### src/hw/rtl/scp_pkg.sv
// types and constants shared by the section container parser
package scp_pkg;

    typedef enum logic [2:0] {
        PH_MAGIC   = 3'd0,
        PH_VERSION = 3'd1,
        PH_COUNT   = 3'd2,
        PH_NLEN    = 3'd3,
        PH_NAME    = 3'd4,
        PH_DLEN    = 3'd5,
        PH_DATA    = 3'd6,
        PH_IDLE    = 3'd7
    } phase_t;

    typedef enum logic [2:0] {
        ROLE_HEADER  = 3'd0,
        ROLE_NLEN    = 3'd1,
        ROLE_NAME    = 3'd2,
        ROLE_DLEN    = 3'd3,
        ROLE_DATA    = 3'd4,
        ROLE_IGNORED = 3'd5
    } role_t;

    typedef enum logic [1:0] {
        ST_BUSY     = 2'd0,
        ST_DONE     = 2'd1,
        ST_REJECTED = 2'd2
    } status_t;

    typedef struct packed {
        phase_t      phase;
        logic [1:0]  field_pos;
        logic [31:0] field_acc;
        logic [31:0] sections_left;
        logic [31:0] current_section;
        logic [31:0] payload_left;
        status_t     parse_status;
    } scp_state_t;

    typedef struct packed {
        logic [7:0]  byte_echo;
        role_t       role;
        logic [31:0] section_index;
        logic        field_end;
        status_t     status;
    } scp_result_t;

    localparam logic [31:0] MAGIC_RESET   = 32'h4B42_324B;
    localparam logic [31:0] VERSION_RESET = 32'd1;

    localparam logic CFG_IDX_MAGIC   = 1'b0;
    localparam logic CFG_IDX_VERSION = 1'b1;

    localparam scp_state_t STATE_RESET = '{
        phase:           PH_MAGIC,
        field_pos:       2'd0,
        field_acc:       32'd0,
        sections_left:   32'd0,
        current_section: 32'd0,
        payload_left:    32'd0,
        parse_status:    ST_BUSY
    };

endpackage

### src/hw/rtl/scp_step.sv
// per-byte parse step: next state and tagged result from current state
module scp_step (
    input  scp_pkg::scp_state_t  cur_state,
    input  logic [7:0]           byte_value,
    input  logic                 end_of_buffer,
    input  logic [31:0]          magic_word,
    input  logic [31:0]          expected_version,
    output scp_pkg::scp_state_t  nxt_state,
    output scp_pkg::scp_result_t result
);

    logic [1:0]  pos;
    logic [31:0] acc_new;
    logic [31:0] payload_dec;
    logic [31:0] left_dec;
    logic [31:0] sec_inc;

    assign pos         = cur_state.field_pos;
    assign acc_new     = cur_state.field_acc | ({24'd0, byte_value} << {pos, 3'b000});
    assign payload_dec = cur_state.payload_left - 32'd1;
    assign left_dec    = cur_state.sections_left - 32'd1;
    assign sec_inc     = cur_state.current_section + 32'd1;

    always_comb begin
        scp_pkg::scp_state_t st;
        st = cur_state;
        result.byte_echo     = byte_value;
        result.role          = scp_pkg::ROLE_IGNORED;
        result.section_index = 32'd0;
        result.field_end     = 1'b0;
        result.status        = scp_pkg::ST_BUSY;

        case (cur_state.phase)
            scp_pkg::PH_MAGIC, scp_pkg::PH_VERSION, scp_pkg::PH_COUNT: begin
                result.role = scp_pkg::ROLE_HEADER;
                if (pos == 2'd3) begin
                    result.field_end = 1'b1;
                    st.field_pos = 2'd0;
                    st.field_acc = 32'd0;
                    if (cur_state.phase == scp_pkg::PH_MAGIC) begin
                        if (acc_new != magic_word) begin
                            st.parse_status = scp_pkg::ST_REJECTED;
                            st.phase        = scp_pkg::PH_IDLE;
                        end else begin
                            st.phase = scp_pkg::PH_VERSION;
                        end
                    end else if (cur_state.phase == scp_pkg::PH_VERSION) begin
                        if (acc_new != expected_version) begin
                            st.parse_status = scp_pkg::ST_REJECTED;
                            st.phase        = scp_pkg::PH_IDLE;
                        end else begin
                            st.phase = scp_pkg::PH_COUNT;
                        end
                    end else begin
                        st.sections_left   = acc_new;
                        st.current_section = 32'd0;
                        if (acc_new == 32'd0) begin
                            st.parse_status = scp_pkg::ST_DONE;
                            st.phase        = scp_pkg::PH_IDLE;
                        end else begin
                            st.phase = scp_pkg::PH_NLEN;
                        end
                    end
                end else begin
                    st.field_acc = acc_new;
                    st.field_pos = pos + 2'd1;
                end
            end
            scp_pkg::PH_NLEN: begin
                result.role          = scp_pkg::ROLE_NLEN;
                result.section_index = cur_state.current_section;
                if (pos != 2'd0) begin
                    result.field_end = 1'b1;
                    st.field_pos = 2'd0;
                    st.field_acc = 32'd0;
                    if (acc_new[15:0] == 16'd0) begin
                        st.phase = scp_pkg::PH_DLEN;
                    end else begin
                        st.payload_left = {16'd0, acc_new[15:0]};
                        st.phase        = scp_pkg::PH_NAME;
                    end
                end else begin
                    st.field_acc = acc_new;
                    st.field_pos = pos + 2'd1;
                end
            end
            scp_pkg::PH_NAME: begin
                result.role          = scp_pkg::ROLE_NAME;
                result.section_index = cur_state.current_section;
                st.payload_left = payload_dec;
                if (payload_dec == 32'd0) begin
                    result.field_end = 1'b1;
                    st.phase     = scp_pkg::PH_DLEN;
                    st.field_pos = 2'd0;
                    st.field_acc = 32'd0;
                end
            end
            scp_pkg::PH_DLEN: begin
                result.role          = scp_pkg::ROLE_DLEN;
                result.section_index = cur_state.current_section;
                if (pos == 2'd3) begin
                    result.field_end = 1'b1;
                    st.field_pos = 2'd0;
                    st.field_acc = 32'd0;
                    if (acc_new == 32'd0) begin
                        st.current_section = sec_inc;
                        st.sections_left   = left_dec;
                        if (left_dec == 32'd0) begin
                            st.parse_status = scp_pkg::ST_DONE;
                            st.phase        = scp_pkg::PH_IDLE;
                        end else begin
                            st.phase = scp_pkg::PH_NLEN;
                        end
                    end else begin
                        st.payload_left = acc_new;
                        st.phase        = scp_pkg::PH_DATA;
                    end
                end else begin
                    st.field_acc = acc_new;
                    st.field_pos = pos + 2'd1;
                end
            end
            scp_pkg::PH_DATA: begin
                result.role          = scp_pkg::ROLE_DATA;
                result.section_index = cur_state.current_section;
                st.payload_left = payload_dec;
                if (payload_dec == 32'd0) begin
                    result.field_end   = 1'b1;
                    st.field_pos       = 2'd0;
                    st.field_acc       = 32'd0;
                    st.current_section = sec_inc;
                    st.sections_left   = left_dec;
                    if (left_dec == 32'd0) begin
                        st.parse_status = scp_pkg::ST_DONE;
                        st.phase        = scp_pkg::PH_IDLE;
                    end else begin
                        st.phase = scp_pkg::PH_NLEN;
                    end
                end
            end
            default: begin
                result.role = scp_pkg::ROLE_IGNORED;
            end
        endcase

        result.status = st.parse_status;
        if (end_of_buffer) begin
            if (st.parse_status == scp_pkg::ST_BUSY) begin
                result.status = scp_pkg::ST_REJECTED;
            end
            st = scp_pkg::STATE_RESET;
        end
        nxt_state = st;
    end

endmodule

### src/hw/rtl/section_container_parser_unit.sv
// top level of the section container parser: input stage, parse state, result stage
//
//  channel  dir  handshake              payload
//  s_       in   s_tvalid / s_tready    s_tdata byte_value, s_tlast end_of_buffer
//  m_       out  m_tvalid / m_tready    m_tdata byte_echo, section_index;
//                                       m_tuser role, status; m_tlast field_end
//  cfg_     in   cfg_valid / cfg_ready  cfg_index, cfg_data (0 magic, 1 version)
//
//  one byte per cycle sustained while m_tready is high; input register, then result register
//  the parse state update is a combinational step between input and result registers
//  aresetn clears state, both stages and reloads the default magic and version
//  a stalled m_tready holds the result; the input stage fills, then s_tready drops
//  cfg_ready is always high
module section_container_parser_unit (
    input  logic        aclk,
    input  logic        aresetn,
    input  logic        s_tvalid,
    output logic        s_tready,
    input  logic [7:0]  s_tdata,   // [7:0] byte_value
    input  logic        s_tlast,
    output logic        m_tvalid,
    input  logic        m_tready,
    output logic [39:0] m_tdata,   // [7:0] byte_echo, [39:8] section_index
    output logic [4:0]  m_tuser,   // [2:0] role, [4:3] status
    output logic        m_tlast,
    input  logic        cfg_valid,
    output logic        cfg_ready,
    input  logic [7:0]  cfg_index,
    input  logic [31:0] cfg_data
);

    logic                 in_valid_reg;
    logic [7:0]           in_byte_reg;
    logic                 in_eob_reg;
    logic                 out_valid_reg;
    scp_pkg::scp_result_t out_reg;
    scp_pkg::scp_state_t  state_reg;
    scp_pkg::scp_state_t  state_next;
    scp_pkg::scp_result_t step_result;
    logic [31:0]          magic_word_reg;
    logic [31:0]          expected_version_reg;
    logic                 advance;

    assign advance   = in_valid_reg && (!out_valid_reg || m_tready);
    assign s_tready  = !in_valid_reg || advance;
    assign cfg_ready = 1'b1;

    scp_step u_step (
        .cur_state        (state_reg),
        .byte_value       (in_byte_reg),
        .end_of_buffer    (in_eob_reg),
        .magic_word       (magic_word_reg),
        .expected_version (expected_version_reg),
        .nxt_state        (state_next),
        .result           (step_result)
    );

    // configuration registers
    always_ff @(posedge aclk) begin
        if (!aresetn) begin
            magic_word_reg       <= scp_pkg::MAGIC_RESET;
            expected_version_reg <= scp_pkg::VERSION_RESET;
        end else if (cfg_valid && cfg_index[7:1] == 7'd0) begin
            if (cfg_index[0] == scp_pkg::CFG_IDX_MAGIC) begin
                magic_word_reg <= cfg_data;
            end
            if (cfg_index[0] == scp_pkg::CFG_IDX_VERSION) begin
                expected_version_reg <= cfg_data;
            end
        end
    end

    // input stage
    always_ff @(posedge aclk) begin
        if (!aresetn) begin
            in_valid_reg <= 1'b0;
        end else if (s_tready) begin
            in_valid_reg <= s_tvalid;
        end
    end

    always_ff @(posedge aclk) begin
        if (s_tvalid && s_tready) begin
            in_byte_reg <= s_tdata;
            in_eob_reg  <= s_tlast;
        end
    end

    // parse state
    always_ff @(posedge aclk) begin
        if (!aresetn) begin
            state_reg <= scp_pkg::STATE_RESET;
        end else if (advance) begin
            state_reg <= state_next;
        end
    end

    // result stage
    always_ff @(posedge aclk) begin
        if (!aresetn) begin
            out_valid_reg <= 1'b0;
        end else if (advance) begin
            out_valid_reg <= 1'b1;
        end else if (m_tready) begin
            out_valid_reg <= 1'b0;
        end
    end

    always_ff @(posedge aclk) begin
        if (advance) begin
            out_reg <= step_result;
        end
    end

    assign m_tvalid = out_valid_reg;
    assign m_tdata  = {out_reg.section_index, out_reg.byte_echo};
    assign m_tuser  = {out_reg.status, out_reg.role};
    assign m_tlast  = out_reg.field_end;

    a_eob_rearms: assert property (@(posedge aclk) disable iff (!aresetn)
        advance && in_eob_reg |=> state_reg.phase == scp_pkg::PH_MAGIC
            && state_reg.parse_status == scp_pkg::ST_BUSY)
        else $error("end of buffer did not re-arm the header search");

    a_ignored_no_end: assert property (@(posedge aclk) disable iff (!aresetn)
        out_valid_reg && out_reg.role == scp_pkg::ROLE_IGNORED |-> !out_reg.field_end)
        else $error("ignored byte marked as field end");

    a_header_index: assert property (@(posedge aclk) disable iff (!aresetn)
        out_valid_reg && out_reg.role == scp_pkg::ROLE_HEADER
            |-> out_reg.section_index == 32'd0)
        else $error("header byte carries a section index");

    a_no_overwrite: assert property (@(posedge aclk) disable iff (!aresetn)
        out_valid_reg && !m_tready |-> !advance)
        else $error("result overwritten while stalled");

    a_idle_settled: assert property (@(posedge aclk) disable iff (!aresetn)
        state_reg.phase == scp_pkg::PH_IDLE |-> state_reg.parse_status != scp_pkg::ST_BUSY)
        else $error("idle phase with parse still in progress");

endmodule

### config.mk
export PLATFORM = sky130hd
export DESIGN_NAME = section_container_parser_unit
export DESIGN_NICKNAME = d
export VERILOG_FILES = /design/src/hw/rtl/scp_pkg.sv /design/src/hw/rtl/scp_step.sv /design/src/hw/rtl/section_container_parser_unit.sv
export SDC_FILE = /design/constraint.sdc
export NUM_CORES = 1
export LEC_CHECK = 0
export ABC_CLOCK_PERIOD_IN_PS = 4300
export BUFFER_PORTS_ARGS = -buffer_cell sky130_fd_sc_hd__clkbuf_2
export CAP_MARGIN = 5
export CORE_ASPECT_RATIO = 0.75
export CORE_MARGIN = 3
export CORE_UTILIZATION = 40
export DETAILED_ROUTE_END_ITERATION = 10
export PLACE_DENSITY = 0.66
export SETUP_SLACK_MARGIN = 0.02
export SLEW_MARGIN = 0
export SYNTH_ARGS = -nofsm -noshare
export SYNTH_HDL_FRONTEND = slang
export SYNTH_SLANG_ARGS = --single-unit
### constraint.sdc
create_clock -name aclk -period 4.3 [get_ports aclk]
set_clock_uncertainty 0.15 [all_clocks]
set_input_delay 0.43 -clock aclk [delete_from_list [all_inputs] [get_ports aclk]]
set_output_delay 0.43 -clock aclk [all_outputs]
set_load 0.01 [all_outputs]
Word level (Yosys, flattened, before mapping)

Index checks and enable logic that the tools add are counted.

Register bits after elaboration: 256
Bits of input ports: 54
Output and inout port bits: 49
Logic and storage cells: 119

$add $sub $neg: 4
Equality and inequality tests: 19
Shift operators: 1
Muxes and demuxes: 46
Bitwise gates (word level): 2
Reductions and logical operators: 29

Operator list:

| operator                | count |
|---|---|
| $mux W64                | 4 |
| $pmux W64 S3            | 1 |
| $pmux W37 S5            | 1 |
| $mux W135               | 1 |
| $mux W101               | 1 |
| $mux W98                | 1 |
| $logic_not A32 Y1       | 3 |
| $mux W32                | 3 |
| $pmux W32 S3            | 1 |
| $mux W34                | 2 |
| $ne A32 B32 Y1          | 2 |
| $sub A32 B1 Y32 const B | 2 |
| $mux W37                | 1 |
| $add A32 B1 Y32 const B | 1 |
| $or A32 B32 Y32         | 1 |
| $shl A8 B5 Y32          | 1 |
| $mux W3                 | 10 |
| $mux W2                 | 11 |
| $ne A3 B2 Y1 const B    | 6 |
| $logic_not A16 Y1       | 1 |
| $pmux W3 S5             | 1 |
| $ne A3 B3 Y1 const B    | 4 |
| $eq A3 B3 Y1 const B    | 3 |
| $reduce_and A8 Y1       | 1 |
| other kinds (24)        | 38 |

Longest topological paths before layout

Depth after elaboration: 11
Mapped depth: 16
Depth with buffers taken out: 11

Cells and area by module

A second synthesis with hierarchy kept.

Cell total of the unflattened synthesis: 2,179
Area, all modules: 16,510.8 um^2

By module, submodules not included:

| module                        | times used | cells an instance | area each (um^2) | sequential area each (um^2) |
|---|---|---|---|---|
| section_container_parser_unit | 1          | 952               | 9,307.7          | 5,675.4 |
| scp_step                      | 1          | 1,227             | 7,203.2          | 0.0 |

Least setup slack after synthesis

OpenSTA, ideal clock, no wires.

Kind: register to register
Start point: register state_reg[2] (netlist name)
End point: register state_reg[115] (netlist name)
Setup time: 117 ps
Data arrival time: 3,813 ps
Data required time: 4,033 ps
Slack: 219 ps
Stages on the path, launching flop included: 15
Buffers on the path: 3
Period minus slack after synthesis: 4,081 ps
Path through: dfxtp_1 -> inv_1 -> ha_1 -> buf_2 -> or4b_1 -> buf_2 -> nor4_1 -> nand4b_1 -> a21o_1 -> a2111oi_4 -> a2111o_1 -> nand3_2 -> and2_1 -> buf_2 -> a32o_1

Cells in the longest elaborated chain, start to end: 4
Elaborated cells on any way between the ends: 5
Classes of those cells: add/sub (1); eq/ne (2); reduce/logical (2)

Ends and longest elaborated chain:

| what                                 | RTL line                            | RTL |
|---|---|---|
| start, declared                      | section_container_parser_unit.sv:37 | `scp_pkg::scp_state_t state_reg;` |
| start signal, assigned               | section_container_parser_unit.sv:92 | `state_reg <= scp_pkg::STATE_RESET;` |
| start signal, assigned               | section_container_parser_unit.sv:94 | `state_reg <= state_next;` |
| $sub A32 B1 Y32 *                    | scp_step.sv:20                      | `assign payload_dec = cur_state.payload_left - 32'd1;` |
| $logic_not A32 Y1 *                  | scp_step.sv:91, scp_step.sv:127     |  |
| $ne A3 B2 Y1 (no source line)        | n/a                                 |  |
| $reduce_and A4 Y1 (no source line) * | n/a                                 |  |

Every way passes the cells marked *; elsewhere a longest branch is shown, timed or not.
A chain may end at the register's enable or synchronous reset.

==> out/qor.csv <==
metric,value,unit
outcome,"complete, no violations",
leakage power,6.23,nW
WHS,0.0349,ns
Area growth syn-to-layout,20.3,%
Clock Tree Buf Depth,3,
worst setup path endpoint,m_tuser[4]$_DFFE_PP_,
Final Max Slew Viols,0,
HP Class,in2reg,
Wirelength per Cell,20.4,µm
"Hold Vio Cnt, Final",0,
post-synth top area cell,dfxtp_1,
H-tree depth reported by CTS,1,
reg2reg start,state_reg[131]$_SDFFE_PN0P_,
Mapped Cells,1745,
number of port buffers,101,
Worst R2R Path Depth,12,
fmax,241,MHz
layout cell share with drive strength beyond 1,16.1,%
TritonCTS buffer count,29,
sequential share of the synthesized area,40.0,%
pwr dens,356,mW/mm²
Critical Path AT,4.32,ns
initial antenna violation count,1,
Finished Layout Cells,2370,
"commonest cells after routing, fill and taps aside","230 x nand2_1, 201 x dfxtp_1, 158 x nor2_1",
Worst Setup SP,state_reg[131]$_SDFFE_PN0P_,
reg2reg end,m_tuser[4]$_DFFE_PP_,
number of instances in the placed design,2274,
"commonest non-fill, non-tap cell in the layout",nand2_1,
first-pass GRT wire length,74700,µm
Synth Flop Type,dfxtp_1,
Slew @ Worst Pin,1.23,ns
drt pass-1 iters,6,
max reg flops,135,
die width,223,µm
Fillers,3344,
Required @ worst endpoint,4.47,ns
endpoints failing setup,0,
yosys warns,0,
Post-synth EDFFs,55,
asr flop ratio synth,0,%
Final TNS setup,0,ns
min cycle time layout,4.14,ns
Syn Nets,1806,
Die Ht,169,µm
RSZ-0062 raised after global routing,false,
Slew HR,17.6,%
Root Buffer,clkbuf_16,
total clock sinks,256,
vias in the first global route,12700,
# DRC,0,
Crit Path Max Fanout,13,
ANT nets after route,0,
post-synth cell types,84,
Setup crit end kind,flop,
"reg-to-reg slack, setup",0.16,ns
Core Area,0.0348,mm²
total wire length,48500,µm
via count of the routed design,14100,
clock insertion delay at the later pin of the skew report,0.58,ns
DR vias/cell,5.94,
Initial DRC Count,1633,
GRT Util Overall,24.8,%
synth top area cells,"dfxtp_1 28%, edfxtp_1 12%, nand2_1 6.1%",
Worst VDD drop,0.350,mV
IO Pins,103,
DPL Wire Length,34400,µm
syn avg cell area,8.12,µm²
die area,0.0378,mm²
period utilisation layout,96.4,%
largest net degree at the start of global routing,76,
post-synth top area share,28.4,%
CTS clock-pin slew for the worst setup and hold paths,0.06,ns
count of state elements after synthesis,256,
total gr overflow,0,
row cnt,59,
maxcap violations,0,
CTS tree,done,
crit path kind,reg2reg,
initial core utilization,40.7,%
CP Launch Type,flop,
routability cong.,0.971,
Nets,1951,
synthesized cell area,0.0142,mm²
# diodes,0,
worst max-delay path, cell delays in order, from the launching register on:
cell and delay (ns):
dfxtp_1 0.63, nor2b_1 0.24, buf_4 0.18, buf_4 0.24
a221oi_1 0.15, a2111oi_0 0.66, buf_4 0.26, and4_1 0.29
nand4_1 0.22, nor3b_1 0.24, a2bb2oi_1 0.13, a211o_1 0.28
a22o_1 0.22
power by group:
part	internal (W)	switching [W]
registers	0.00250	0.0000504
clock network	0.00168	0.00107
logic	0.000321	0.000459
worst min path at each step:
stage                                     startpoint                                     to  slack, ns  cells past startpoint
3_5_place_dp   expected_version_reg[26]$_SDFFE_PN0P_  expected_version_reg[26]$_SDFFE_PN0P_       0.31                      2
5_1_grt                                 cfg_data[17]  expected_version_reg[17]$_SDFFE_PN0P_       0.04                      3
4_1_cts                                 cfg_data[17]  expected_version_reg[17]$_SDFFE_PN0P_      0.003                      3
2_1_floorplan  expected_version_reg[23]$_SDFFE_PN0P_  expected_version_reg[23]$_SDFFE_PN0P_       0.29                      2
3_3_place_gp   expected_version_reg[26]$_SDFFE_PN0P_  expected_version_reg[26]$_SDFFE_PN0P_       0.31                      2
6_report                                cfg_data[17]  expected_version_reg[17]$_SDFFE_PN0P_       0.03                      3
kinds of logic after synthesis:
logic type	synth area share, %
adder cells (fa/ha/maj)	0.618
XOR/XNOR	5.68
multiplexers	0.212
buffers and inverters	4.42
AO/OA/AOI/OAI	19.4
AND/OR/NAND/NOR	29.6
flip-flops	40.0
other	0.0265
cell usage after synthesis (all sizes together) (7+ instances only):
library cell,n
o31ai,7
nor3,82
nand2,231
dfxtp,201
inv,26
ha,7
a21oi,117
or3,35
a21boi,38
xor2,29
or2,13
a32o,13
nor4,30
clkbuf,109
and2,33
buf,19
nand2b,12
a2111oi,14
nor4b,7
nor2,160
a31oi,29
edfxtp,55
or4,15
nand4,12
and3,16
nand4b,7
o211ai,9
nor3b,12
o22ai,28
o22a,7
xnor2,63
a221oi,15
o21ai,47
nor2b,65
o32ai,8
nand3b,16
nand3,63
a31o,9
final cells by class:
type | instances | area [µm²] | share of cell area, %
multi-input combinational | 1333 | 7940 | 46.6
sequential | 256 | 5680 | 33.3
timing repair buffer | 242 | 1700 | 9.95
clock buffer | 40 | 847 | 4.96
tap | 457 | 572 | 3.35
clock inverter | 14 | 220 | 1.29
inverter | 28 | 105 | 0.616
repair_timing:
action,4_1_cts,5_1_grt
buffers inserted,0,1
resized for setup,0,10
hold buffers,41,0
hold endpoints to repair,71,0
setup endpoints to repair,0,71
per-layer routing:
| layer | up-vias | global-route usage [%] | share of wire, % |
|---|---|---|---|
| met3 | 75 | 7.11 | 13 |
| li1 | 6575 | - | - |
| met2 | 718 | 33.1 | 38 |
| met5 | - | 0 | 0.027 |
| met4 | 2 | 5.64 | 2.3 |
| met1 | 6708 | 38.8 | 47 |
through the flow:
| step | setup WS, ns | util [%] | total power (W) | area (µm²) |
|---|---|---|---|---|
| after global placement | 0.250 | 44.6 | 0.00331 | 15500 |
| after detailed placement | 0.122 | 44.6 | 0.00332 | 15500 |
| after CTS | 0.110 | 48.8 | 0.00609 | 17000 |
| final | 0.155 | 49.0 | 0.00608 | 17100 |
| after floorplan | 0.219 | - | 0.00306 | 14200 |
| after global routing | 0.0360 | 49.0 | 0.00629 | 17100 |
No activity file was read; power rests on OpenSTA's default activity.
